[config.mk]
export PLATFORM = sky130hd
export DESIGN_NAME = julian_day_to_calendar_date
export DESIGN_NICKNAME = d
export VERILOG_FILES = /design/src/jdcal_pkg.sv /design/src/julian_day_to_calendar_date.sv
export SDC_FILE = /design/constraint.sdc
export NUM_CORES = 2
export LEC_CHECK = 0
export BUFFER_PORTS_ARGS = -buffer_cell sky130_fd_sc_hd__buf_2
export CORE_MARGIN = 8
export CORE_UTILIZATION = 30
export DETAILED_ROUTE_END_ITERATION = 10
export PLACE_DENSITY_LB_ADDON = 0.2
export SLEW_MARGIN = 20
export SYNTH_ARGS = -nofsm -noshare
export SYNTH_HDL_FRONTEND = slang
export SYNTH_SLANG_ARGS = --single-unit
[constraint.sdc]
create_clock -name clk -period 22.5 [get_ports clk]
set_input_delay 4.5 -clock clk [delete_from_list [all_inputs] [get_ports clk]]
set_output_delay 4.5 -clock clk [all_outputs]
set_load 0.02 [all_outputs]
[src/jdcal_pkg.sv]
// Shared constants, types and the floor(30.6001 * e) day-offset table for the Julian Day to calendar date pipeline.
// No dependencies.
package jdcal_pkg;

  localparam int unsigned FRAC_BITS  = 32;
  localparam int unsigned DAY_W      = 23;
  localparam int unsigned Z_W        = 24;
  localparam int unsigned N1_W       = 25;
  localparam int unsigned AL_W       = 8;
  localparam int unsigned B_W        = 24;
  localparam int unsigned N2_W       = 30;
  localparam int unsigned C_W        = 15;
  localparam int unsigned BD_W       = 10;
  localparam int unsigned N3_W       = 24;
  localparam int unsigned E_W        = 6;
  localparam int unsigned MINS_W     = 11;
  localparam int unsigned YEAR_W     = 16;
  localparam int unsigned MONTH_W    = 4;
  localparam int unsigned DOM_W      = 5;
  localparam int unsigned HOUR_W     = 5;
  localparam int unsigned MINUTE_W   = 6;
  localparam int unsigned MILLIS_W   = 16;

  // register stages from the input transfer to the result strobe
  localparam int unsigned PIPE_DEPTH = 13;

  localparam logic [FRAC_BITS-1:0] FRAC_HALF = FRAC_BITS'(64'd1 << (FRAC_BITS - 1));

  localparam logic [DAY_W-1:0] MJD_LIMIT_DAY = DAY_W'(2378496);
  localparam logic [Z_W-1:0]   MJD_OFFSET    = Z_W'(2400001);
  localparam logic [Z_W-1:0]   GREG_START    = Z_W'(2299161);

  // alpha = floor((4Z - 7468865) / 146097), reciprocal estimate plus one correction
  localparam logic [Z_W+1:0]   ALPHA_BIAS    = (Z_W+2)'(7468865);
  localparam int unsigned      ALPHA_DIV     = 146097;
  localparam int unsigned      ALPHA_SHIFT   = N1_W;
  localparam int unsigned      ALPHA_RECIP   = (1 << ALPHA_SHIFT) / ALPHA_DIV;

  localparam int unsigned      B_OFFSET      = 1524;

  // C = floor((100B - 12210) / 36525)
  localparam int unsigned      C_SCALE       = 100;
  localparam int unsigned      C_BIAS        = 12210;
  localparam int unsigned      C_DIV         = 36525;
  localparam int unsigned      C_SHIFT       = N2_W;
  localparam int unsigned      C_RECIP       = (1 << C_SHIFT) / C_DIV;

  localparam int unsigned      D_MUL         = 1461;

  // E = floor(10000 (B - D) / 306001)
  localparam int unsigned      E_SCALE       = 10000;
  localparam int unsigned      E_DIV         = 306001;
  localparam int unsigned      E_SHIFT       = N3_W;
  localparam int unsigned      E_RECIP       = (1 << E_SHIFT) / E_DIV;

  localparam int unsigned      YEAR_OFF_LATE  = 4716;
  localparam int unsigned      YEAR_OFF_EARLY = 4715;

  localparam int unsigned      MINS_PER_DAY  = 1440;
  localparam int unsigned      MS_PER_MIN    = 60000;
  localparam int unsigned      MIN_PER_HOUR  = 60;
  // floor(m / 60) == (m * 4370) >> 18 for every m below 1440
  localparam int unsigned      HOUR_SHIFT    = 18;
  localparam int unsigned      HOUR_RECIP    = 4370;

  typedef struct packed {
    logic [HOUR_W-1:0]   hour;
    logic [MINUTE_W-1:0] minute;
    logic [MILLIS_W-1:0] millis;
  } tod_t;

  // floor(30.6001 * e)
  function automatic logic [BD_W-1:0] jdcal_month_days(input logic [E_W-1:0] e);
    logic [BD_W-1:0] res;
    unique case (e)
      E_W'(0):  res = BD_W'(0);
      E_W'(1):  res = BD_W'(30);
      E_W'(2):  res = BD_W'(61);
      E_W'(3):  res = BD_W'(91);
      E_W'(4):  res = BD_W'(122);
      E_W'(5):  res = BD_W'(153);
      E_W'(6):  res = BD_W'(183);
      E_W'(7):  res = BD_W'(214);
      E_W'(8):  res = BD_W'(244);
      E_W'(9):  res = BD_W'(275);
      E_W'(10): res = BD_W'(306);
      E_W'(11): res = BD_W'(336);
      E_W'(12): res = BD_W'(367);
      E_W'(13): res = BD_W'(397);
      E_W'(14): res = BD_W'(428);
      E_W'(15): res = BD_W'(459);
      default:  res = '0;
    endcase
    return res;
  endfunction

endpackage

[src/julian_day_to_calendar_date.sv]
// An input transfer (start high at an edge) passes through every stage register in order before its out_valid cycle.
// Throughput: one conversion per cycle; busy is never raised since every stage advances
// each clock and the receiver cannot stall.
// The three constant divisions each take a multiply stage for the reciprocal estimate and a
// stage for the product, subtract and one-step correction.
// Reset (rst_n low, synchronous) clears the stage valid bits; data registers are not reset.
module julian_day_to_calendar_date
  import jdcal_pkg::*;
(
  input  logic                       clk,
  input  logic                       rst_n,
  input  logic                       start,
  output logic                       busy,
  input  logic [DAY_W-1:0]           in_jd_day,
  input  logic [FRAC_BITS-1:0]       in_jd_fraction,
  output logic                       out_valid,
  output logic signed [YEAR_W-1:0]   out_year,
  output logic [MONTH_W-1:0]         out_month,
  output logic [DOM_W-1:0]           out_day_of_month,
  output logic [HOUR_W-1:0]          out_hour,
  output logic [MINUTE_W-1:0]        out_minute,
  output logic [MILLIS_W-1:0]        out_millis_of_minute
);

  logic                   accept;
  logic [PIPE_DEPTH-1:0]  vld_r;
  logic [PIPE_DEPTH-1:0]  vld_nxt;

  // stage 1
  logic [Z_W-1:0]         s1_z_r, s1_z_nxt;
  logic [FRAC_BITS-1:0]   s1_fr_r, s1_fr_nxt;
  // stage 2
  logic [Z_W-1:0]         s2_z_r;
  logic                   s2_g_r, s2_g_nxt;
  logic [N1_W-1:0]        s2_n1_r, s2_n1_nxt;
  logic [MINS_W-1:0]      s2_mins_r, s2_mins_nxt;
  logic [FRAC_BITS-1:0]   s2_rem_r, s2_rem_nxt;
  // stage 3
  logic [Z_W-1:0]         s3_z_r;
  logic                   s3_g_r;
  logic [N1_W-1:0]        s3_n1_r;
  logic [AL_W-1:0]        s3_q0_r, s3_q0_nxt;
  logic [MINS_W-1:0]      s3_mins_r;
  logic [HOUR_W-1:0]      s3_hour_r, s3_hour_nxt;
  logic [MILLIS_W-1:0]    s3_millis_r, s3_millis_nxt;
  // stage 4
  logic [Z_W-1:0]         s4_z_r;
  logic                   s4_g_r;
  logic [AL_W-1:0]        s4_alpha_r, s4_alpha_nxt;
  tod_t                   tod_nxt;
  tod_t                   tod_pipe_r [PIPE_DEPTH-3];
  // stages 5 to 12
  logic [B_W-1:0]         b_nxt;
  logic [B_W-1:0]         b_pipe_r [4];
  logic [N2_W-1:0]        s6_n2_r, s6_n2_nxt;
  logic [N2_W-1:0]        s7_n2_r;
  logic [C_W-1:0]         s7_q0_r, s7_q0_nxt;
  logic [C_W-1:0]         c_nxt;
  logic [C_W-1:0]         c_pipe_r [5];
  logic [BD_W-1:0]        bd_nxt;
  logic [BD_W-1:0]        bd_pipe_r [4];
  logic [N3_W-1:0]        s10_n3_r, s10_n3_nxt;
  logic [N3_W-1:0]        s11_n3_r;
  logic [E_W-1:0]         s11_q0_r, s11_q0_nxt;
  logic [E_W-1:0]         s12_e_r, s12_e_nxt;
  // output stage
  logic signed [YEAR_W-1:0] year_r, year_nxt;
  logic [MONTH_W-1:0]     month_r, month_nxt;
  logic [DOM_W-1:0]       dom_r, dom_nxt;

  assign busy    = 1'b0;
  assign accept  = start & ~busy;
  assign vld_nxt = {vld_r[PIPE_DEPTH-2:0], accept};

  always_ff @(posedge clk) begin
    if (!rst_n) begin
      vld_r <= '0;
    end else begin
      vld_r <= vld_nxt;
    end
  end

  // stage 1: Z = floor(JD + 0.5), F = frac(JD + 0.5), MJD folded in
  always_comb begin
    logic is_mjd;
    is_mjd = (in_jd_day < MJD_LIMIT_DAY) ||
             ((in_jd_day == MJD_LIMIT_DAY) && !in_jd_fraction[FRAC_BITS-1]);
    priority if (is_mjd) begin
      s1_z_nxt  = Z_W'(in_jd_day) + MJD_OFFSET;
      s1_fr_nxt = in_jd_fraction;
    end else if (in_jd_fraction[FRAC_BITS-1]) begin
      s1_z_nxt  = Z_W'(in_jd_day) + Z_W'(1);
      s1_fr_nxt = in_jd_fraction & ~FRAC_HALF;
    end else begin
      s1_z_nxt  = Z_W'(in_jd_day);
      s1_fr_nxt = in_jd_fraction | FRAC_HALF;
    end
  end

  // stage 2: alpha numerator, minutes of day
  always_comb begin
    logic [Z_W+1:0]              quad;
    logic [FRAC_BITS+MINS_W-1:0] tod;
    quad        = {s1_z_r, 2'b00};
    s2_g_nxt    = (s1_z_r >= GREG_START);
    s2_n1_nxt   = s2_g_nxt ? N1_W'(quad - ALPHA_BIAS) : '0;
    tod         = (FRAC_BITS+MINS_W)'(s1_fr_r) * (FRAC_BITS+MINS_W)'(MINS_PER_DAY);
    s2_mins_nxt = tod[FRAC_BITS+MINS_W-1:FRAC_BITS];
    s2_rem_nxt  = tod[FRAC_BITS-1:0];
  end

  // stage 3: alpha estimate, hour, milliseconds
  always_comb begin
    logic [N1_W+AL_W-1:0]        ap;
    logic [MINS_W+13-1:0]        hp;
    logic [FRAC_BITS+MILLIS_W-1:0] mp;
    ap            = (N1_W+AL_W)'(s2_n1_r) * (N1_W+AL_W)'(ALPHA_RECIP);
    s3_q0_nxt     = ap[N1_W+AL_W-1:ALPHA_SHIFT];
    hp            = (MINS_W+13)'(s2_mins_r) * (MINS_W+13)'(HOUR_RECIP);
    s3_hour_nxt   = hp[HOUR_SHIFT+HOUR_W-1:HOUR_SHIFT];
    mp            = (FRAC_BITS+MILLIS_W)'(s2_rem_r) * (FRAC_BITS+MILLIS_W)'(MS_PER_MIN);
    s3_millis_nxt = mp[FRAC_BITS+MILLIS_W-1:FRAC_BITS];
  end

  // stage 4: alpha correction, minute of hour
  always_comb begin
    logic [N1_W:0]     chk;
    logic [N1_W:0]     rem;
    logic [MINS_W-1:0] mm;
    chk            = (N1_W+1)'(s3_q0_r) * (N1_W+1)'(ALPHA_DIV);
    rem            = (N1_W+1)'(s3_n1_r) - chk;
    s4_alpha_nxt   = s3_q0_r + AL_W'(rem >= (N1_W+1)'(ALPHA_DIV));
    mm             = s3_mins_r - MINS_W'(s3_hour_r) * MINS_W'(MIN_PER_HOUR);
    tod_nxt.hour   = s3_hour_r;
    tod_nxt.minute = mm[MINUTE_W-1:0];
    tod_nxt.millis = s3_millis_r;
  end

  // stage 5: A and B
  always_comb begin
    logic [Z_W-1:0] a;
    if (s4_g_r) begin
      a = s4_z_r + Z_W'(1) + Z_W'(s4_alpha_r) - Z_W'(s4_alpha_r >> 2);
    end else begin
      a = s4_z_r;
    end
    b_nxt = B_W'(a) + B_W'(B_OFFSET);
  end

  // stage 6: C numerator
  always_comb begin
    logic [N2_W:0] sc;
    sc        = (N2_W+1)'(b_pipe_r[0]) * (N2_W+1)'(C_SCALE) - (N2_W+1)'(C_BIAS);
    s6_n2_nxt = sc[N2_W-1:0];
  end

  // stage 7: C estimate
  always_comb begin
    logic [N2_W+C_W-1:0] cp;
    cp        = (N2_W+C_W)'(s6_n2_r) * (N2_W+C_W)'(C_RECIP);
    s7_q0_nxt = cp[N2_W+C_W-1:C_SHIFT];
  end

  // stage 8: C correction
  always_comb begin
    logic [N2_W:0] chk;
    logic [N2_W:0] rem;
    chk   = (N2_W+1)'(s7_q0_r) * (N2_W+1)'(C_DIV);
    rem   = (N2_W+1)'(s7_n2_r) - chk;
    c_nxt = s7_q0_r + C_W'(rem >= (N2_W+1)'(C_DIV));
  end

  // stage 9: B - D
  always_comb begin
    logic [C_W+11-1:0] dp;
    logic [B_W-1:0]    diff;
    dp     = (C_W+11)'(c_pipe_r[0]) * (C_W+11)'(D_MUL);
    diff   = b_pipe_r[3] - B_W'(dp[C_W+11-1:2]);
    bd_nxt = diff[BD_W-1:0];
  end

  // stage 10: E numerator
  assign s10_n3_nxt = N3_W'(bd_pipe_r[0]) * N3_W'(E_SCALE);

  // stage 11: E estimate
  always_comb begin
    logic [N3_W+E_W-1:0] ep;
    ep         = (N3_W+E_W)'(s10_n3_r) * (N3_W+E_W)'(E_RECIP);
    s11_q0_nxt = ep[N3_W+E_W-1:E_SHIFT];
  end

  // stage 12: E correction
  always_comb begin
    logic [N3_W:0] chk;
    logic [N3_W:0] rem;
    chk        = (N3_W+1)'(s11_q0_r) * (N3_W+1)'(E_DIV);
    rem        = (N3_W+1)'(s11_n3_r) - chk;
    s12_e_nxt  = s11_q0_r + E_W'(rem >= (N3_W+1)'(E_DIV));
  end

  // stage 13: day, month, year
  always_comb begin
    logic [BD_W-1:0]   dd;
    logic [YEAR_W-1:0] cy;
    dd = bd_pipe_r[3] - jdcal_month_days(s12_e_r);
    dom_nxt = dd[DOM_W-1:0];
    if (s12_e_r < E_W'(14)) begin
      month_nxt = MONTH_W'(s12_e_r - E_W'(1));
    end else begin
      month_nxt = MONTH_W'(s12_e_r - E_W'(13));
    end
    cy = YEAR_W'(c_pipe_r[4]);
    if (month_nxt > MONTH_W'(2)) begin
      year_nxt = signed'(cy - YEAR_W'(YEAR_OFF_LATE));
    end else begin
      year_nxt = signed'(cy - YEAR_W'(YEAR_OFF_EARLY));
    end
  end

  always_ff @(posedge clk) begin
    s1_z_r      <= s1_z_nxt;
    s1_fr_r     <= s1_fr_nxt;

    s2_z_r      <= s1_z_r;
    s2_g_r      <= s2_g_nxt;
    s2_n1_r     <= s2_n1_nxt;
    s2_mins_r   <= s2_mins_nxt;
    s2_rem_r    <= s2_rem_nxt;

    s3_z_r      <= s2_z_r;
    s3_g_r      <= s2_g_r;
    s3_n1_r     <= s2_n1_r;
    s3_q0_r     <= s3_q0_nxt;
    s3_mins_r   <= s2_mins_r;
    s3_hour_r   <= s3_hour_nxt;
    s3_millis_r <= s3_millis_nxt;

    s4_z_r      <= s3_z_r;
    s4_g_r      <= s3_g_r;
    s4_alpha_r  <= s4_alpha_nxt;

    s6_n2_r     <= s6_n2_nxt;
    s7_n2_r     <= s6_n2_r;
    s7_q0_r     <= s7_q0_nxt;
    s10_n3_r    <= s10_n3_nxt;
    s11_n3_r    <= s10_n3_r;
    s11_q0_r    <= s11_q0_nxt;
    s12_e_r     <= s12_e_nxt;

    year_r      <= year_nxt;
    month_r     <= month_nxt;
    dom_r       <= dom_nxt;

    // side payload delay lines, one entry per stage
    tod_pipe_r[0] <= tod_nxt;
    for (int i = 1; i < PIPE_DEPTH - 3; i++) begin
      tod_pipe_r[i] <= tod_pipe_r[i-1];
    end
    b_pipe_r[0] <= b_nxt;
    for (int i = 1; i < 4; i++) begin
      b_pipe_r[i] <= b_pipe_r[i-1];
    end
    c_pipe_r[0] <= c_nxt;
    for (int i = 1; i < 5; i++) begin
      c_pipe_r[i] <= c_pipe_r[i-1];
    end
    bd_pipe_r[0] <= bd_nxt;
    for (int i = 1; i < 4; i++) begin
      bd_pipe_r[i] <= bd_pipe_r[i-1];
    end
  end

  assign out_valid            = vld_r[PIPE_DEPTH-1];
  assign out_year             = year_r;
  assign out_month            = month_r;
  assign out_day_of_month     = dom_r;
  assign out_hour             = tod_pipe_r[PIPE_DEPTH-4].hour;
  assign out_minute           = tod_pipe_r[PIPE_DEPTH-4].minute;
  assign out_millis_of_minute = tod_pipe_r[PIPE_DEPTH-4].millis;

  // every transfer comes out exactly once, after passing the whole valid shift register
  a_latency: assert property (@(posedge clk) disable iff (!rst_n)
    accept |-> ##PIPE_DEPTH out_valid)
    else $error("result strobe missing after input transfer");

  a_no_spurious: assert property (@(posedge clk) disable iff (!rst_n)
    out_valid |-> $past(accept, PIPE_DEPTH))
    else $error("result strobe without matching input transfer");

  a_reset_clear: assert property (@(posedge clk)
    !rst_n |=> !out_valid)
    else $error("result strobe right after reset");

  a_date_range: assert property (@(posedge clk) disable iff (!rst_n)
    out_valid |-> (out_month >= MONTH_W'(1)) && (out_month <= MONTH_W'(12)) &&
                  (out_day_of_month != '0) && (out_hour <= HOUR_W'(23)) &&
                  (out_minute <= MINUTE_W'(59)) &&
                  (out_millis_of_minute <= MILLIS_W'(59999)))
    else $error("result field out of range");

endmodule

==> results.md <==
* Final hold violation count at 0
* EDFF count, synth at 0
* DR vias/cell at 4.34
* Max-Cap Viols at 0
* Final setup margin at between 10 and 15 ns
* Most frequent cells in the layout: inv_1 (1069), ha_1 (1038), dfxtp_1 (842)
* Setup Total Neg Slack at 0 ns
* Hold Path Class: reg -> reg
* GRT overflow at 0
* First-pass GRT wire length at about 200000 um
* R2R cell count at 27
* Clock skew at around 0.074 ns
* CP Launch Point: s7_q0_r[1]
* Final GP Congestion at slightly above 0.8
* Worst-Skew Late Latency at ~0.74 ns
* Commonest non-fill, non-tap cell in the layout: inv_1
* Detailed Place HPWL at about 100000 um
* DR WL/cell at between 10 and 15 um
* Synthesized flop and latch total at around 840
* Ys flop type: dfxtp_1
* Vias in the first global route at 39700
* Critical path type: reg -> reg
* Synth Instances at 5564
* Yosys warns at 0
* Reg-to-reg startpoint: s7_q0_r[1]
* Mean Syn Cell Area at roughly 11 um2
* Clk sinks at roughly 840
* Synthesized area at about 60000 um2
* RR Endpoint: c_pipe_r[0][14]
* Seq/Total Area, Yosys at roughly 28%
* Port Buffers at between 100 and 150
* TritonRoute pass-1 iters at 5
* Total CTS buffers at 97
* Longest Clk Path Bufs at 3
* Via Count at 36900
* Initial core utilization at 30.1%
* Worst EP arrival at 8.95 ns
* Resized Gates After CTS at 0
* Pre-CTS setup slack at ~14 ns
* # setup viols final at 0
* H-tree Lvls at 3
* Gr usage total at between 10% and 20%
* # IOs at ~110
* CTS tree: done
* Antenna violations before repair at 2
* Fill count at just over 20000
* Hold endpoint: tod_pipe_r[6][15]
* Crit-path max cell delay at about 0.63 ns
* Total Nets Final at 7527
* ANT nets after route at 0
* Fraction of layout cells with a size suffix above 1 at 5.77%
* Hold Path Depth at 0
* Util after Layout at 33.8%
* Slowest-stage cell, CP: dfxtp_1
* Clock Tree Root: clkbuf_16
* Synthesized net count at approximately 7300
* Synth cell types at about 100
* WP data required at roughly 23 ns
* CP max FO at 12
* Synth-to-layout area growth at 12.3%
* Tcrit/Tclk final at between 30% and 40%
* DRC Markers at 0
* CP most frequent cell: fa_1
* Die W at ~460 um
* Status: completed
* FP Rows at approximately 160
* Achievable clock frequency at around 120 MHz
* # hold bufs at CTS at 0
* Max_slew headroom at between 40% and 50%
* Final worst path period need at 8.39 ns
* Setup bufs post-CTS at 0
* Unrepaired setup endpoints after global routing: no
* Reg clk slew, reported paths at around 0.06 ns
* DP Area at ~64000 um2
* WL final at 118000 um
* Core Box Area at roughly 200000 um2
* Die area at ~210000 um2
* Min-delay src: tod_pipe_r[5][15]
* Startpoint Class: flop
* Die H at around 460 um
* Asr flop ratio synth at 0%
* Worst setup EP type: flop
* Initial DRC count at about 1400
* Worst reg-to-reg setup slack at roughly 14 ns
* Slew @ Worst Pin at about 0.87 ns
* Max-slew violation count at 0
* Pin count of the biggest net entering global routing at 48
* Final Cell Area at about 67000 um2
registers in the layout, summed over array words and instances (netlist names), 24 cells and up, named ones only:
signal	count
b_pipe_r	54
bd_pipe_r	25
c_pipe_r	75
s1_fr_r	32
s1_z_r	24
s2_n1_r	24
s2_rem_r	27
s2_z_r	24
s3_n1_r	24
s3_z_r	24
s4_z_r	24
s6_n2_r	28
s7_n2_r	28
tod_pipe_r	270
synthesized netlist by cell type, types with 27 or more instances:
library cell	n	area (um2)
a211oi_1	36	270
a21o_1	94	706
a21oi_1	198	991
and3_1	34	213
dfxtp_1	842	16900
fa_1	687	13800
ha_1	1038	13000
inv_1	1069	4010
nand2_1	162	608
nand2b_1	38	238
nand3_1	75	375
nand4_1	40	250
nor2_1	209	785
nor2b_1	36	225
nor3_1	73	365
o211ai_1	27	203
o21a_1	38	285
o21ai_0	116	581
o21bai_1	34	255
xnor2_1	206	1800
xor2_1	116	1020
routing by layer:
metal	share of wire [%]	global-route usage (%)	vias up
met5	0	0	-
met4	2.3	2.88	0
met3	3.3	1.84	154
met2	45	18.4	440
met1	49	15.4	17600
li1	-	-	18700
layout make-up:
cell class                 count  area [um2]  share of cell area (%)
inverter                    1069        4010                    5.95
clock buffer                 119        2620                    3.89
clock inverter                63        1010                    1.50
multi-input combinational   3622       39000                    57.9
tap                         2656        3320                    4.93
sequential                   842       16900                    25.0
timing repair buffer         112         566                   0.839
antenna                        2        5.00                 0.00742
critical path: cells and delay by family, from the launching register on:
| family | cells | cell delay, ns |
|---|---|---|
| XOR/XNOR | 2 | 0.30 |
| buffers and inverters | 3 | 0.38 |
| adder cells (fa/ha/maj) | 8 | 3.65 |
| flip-flops | 1 | 0.63 |
| AO/OA/AOI/OAI | 4 | 0.99 |
| AND/OR/NAND/NOR | 10 | 2.28 |
stage by stage:
stage,hold slack [ns],instances
2_1_floorplan,0.310,5564
3_3_place_gp,0.310,8301
3_5_place_dp,0.312,8301
4_1_cts,0.284,8483
5_1_grt,0.299,8484
6_report,0.293,8485
worst max-delay path by stage:
stage | end | slack [ns] | cells past startpoint
2_1_floorplan | c_pipe_r[0][14] | 15.06 | 27
3_3_place_gp | c_pipe_r[0][14] | 14.20 | 27
3_5_place_dp | c_pipe_r[0][14] | 14.10 | 27
4_1_cts | c_pipe_r[0][14] | 14.08 | 27
5_1_grt | c_pipe_r[0][14] | 13.55 | 27
6_report | c_pipe_r[0][14] | 14.11 | 27
cell families (layout without fill, tap and decap cells):
| family | Yosys count | count (layout) | share of synthesized area [%] |
|---|---|---|---|
| multiplexers | 16 | 16 | 0.315 |
| AO/OA/AOI/OAI | 768 | 768 | 8.74 |
| XOR/XNOR | 325 | 325 | 4.80 |
| adder cells (fa/ha/maj) | 1725 | 1725 | 44.6 |
| flip-flops | 842 | 842 | 28.1 |
| other | 1 | 3 | 0.00625 |
| AND/OR/NAND/NOR | 787 | 787 | 6.59 |
| buffers and inverters | 1100 | 1363 | 6.89 |
Power is left out: the tool's default activity adds up to more than one toggle a clock period on the data nets, which glitch-free logic cannot reach.
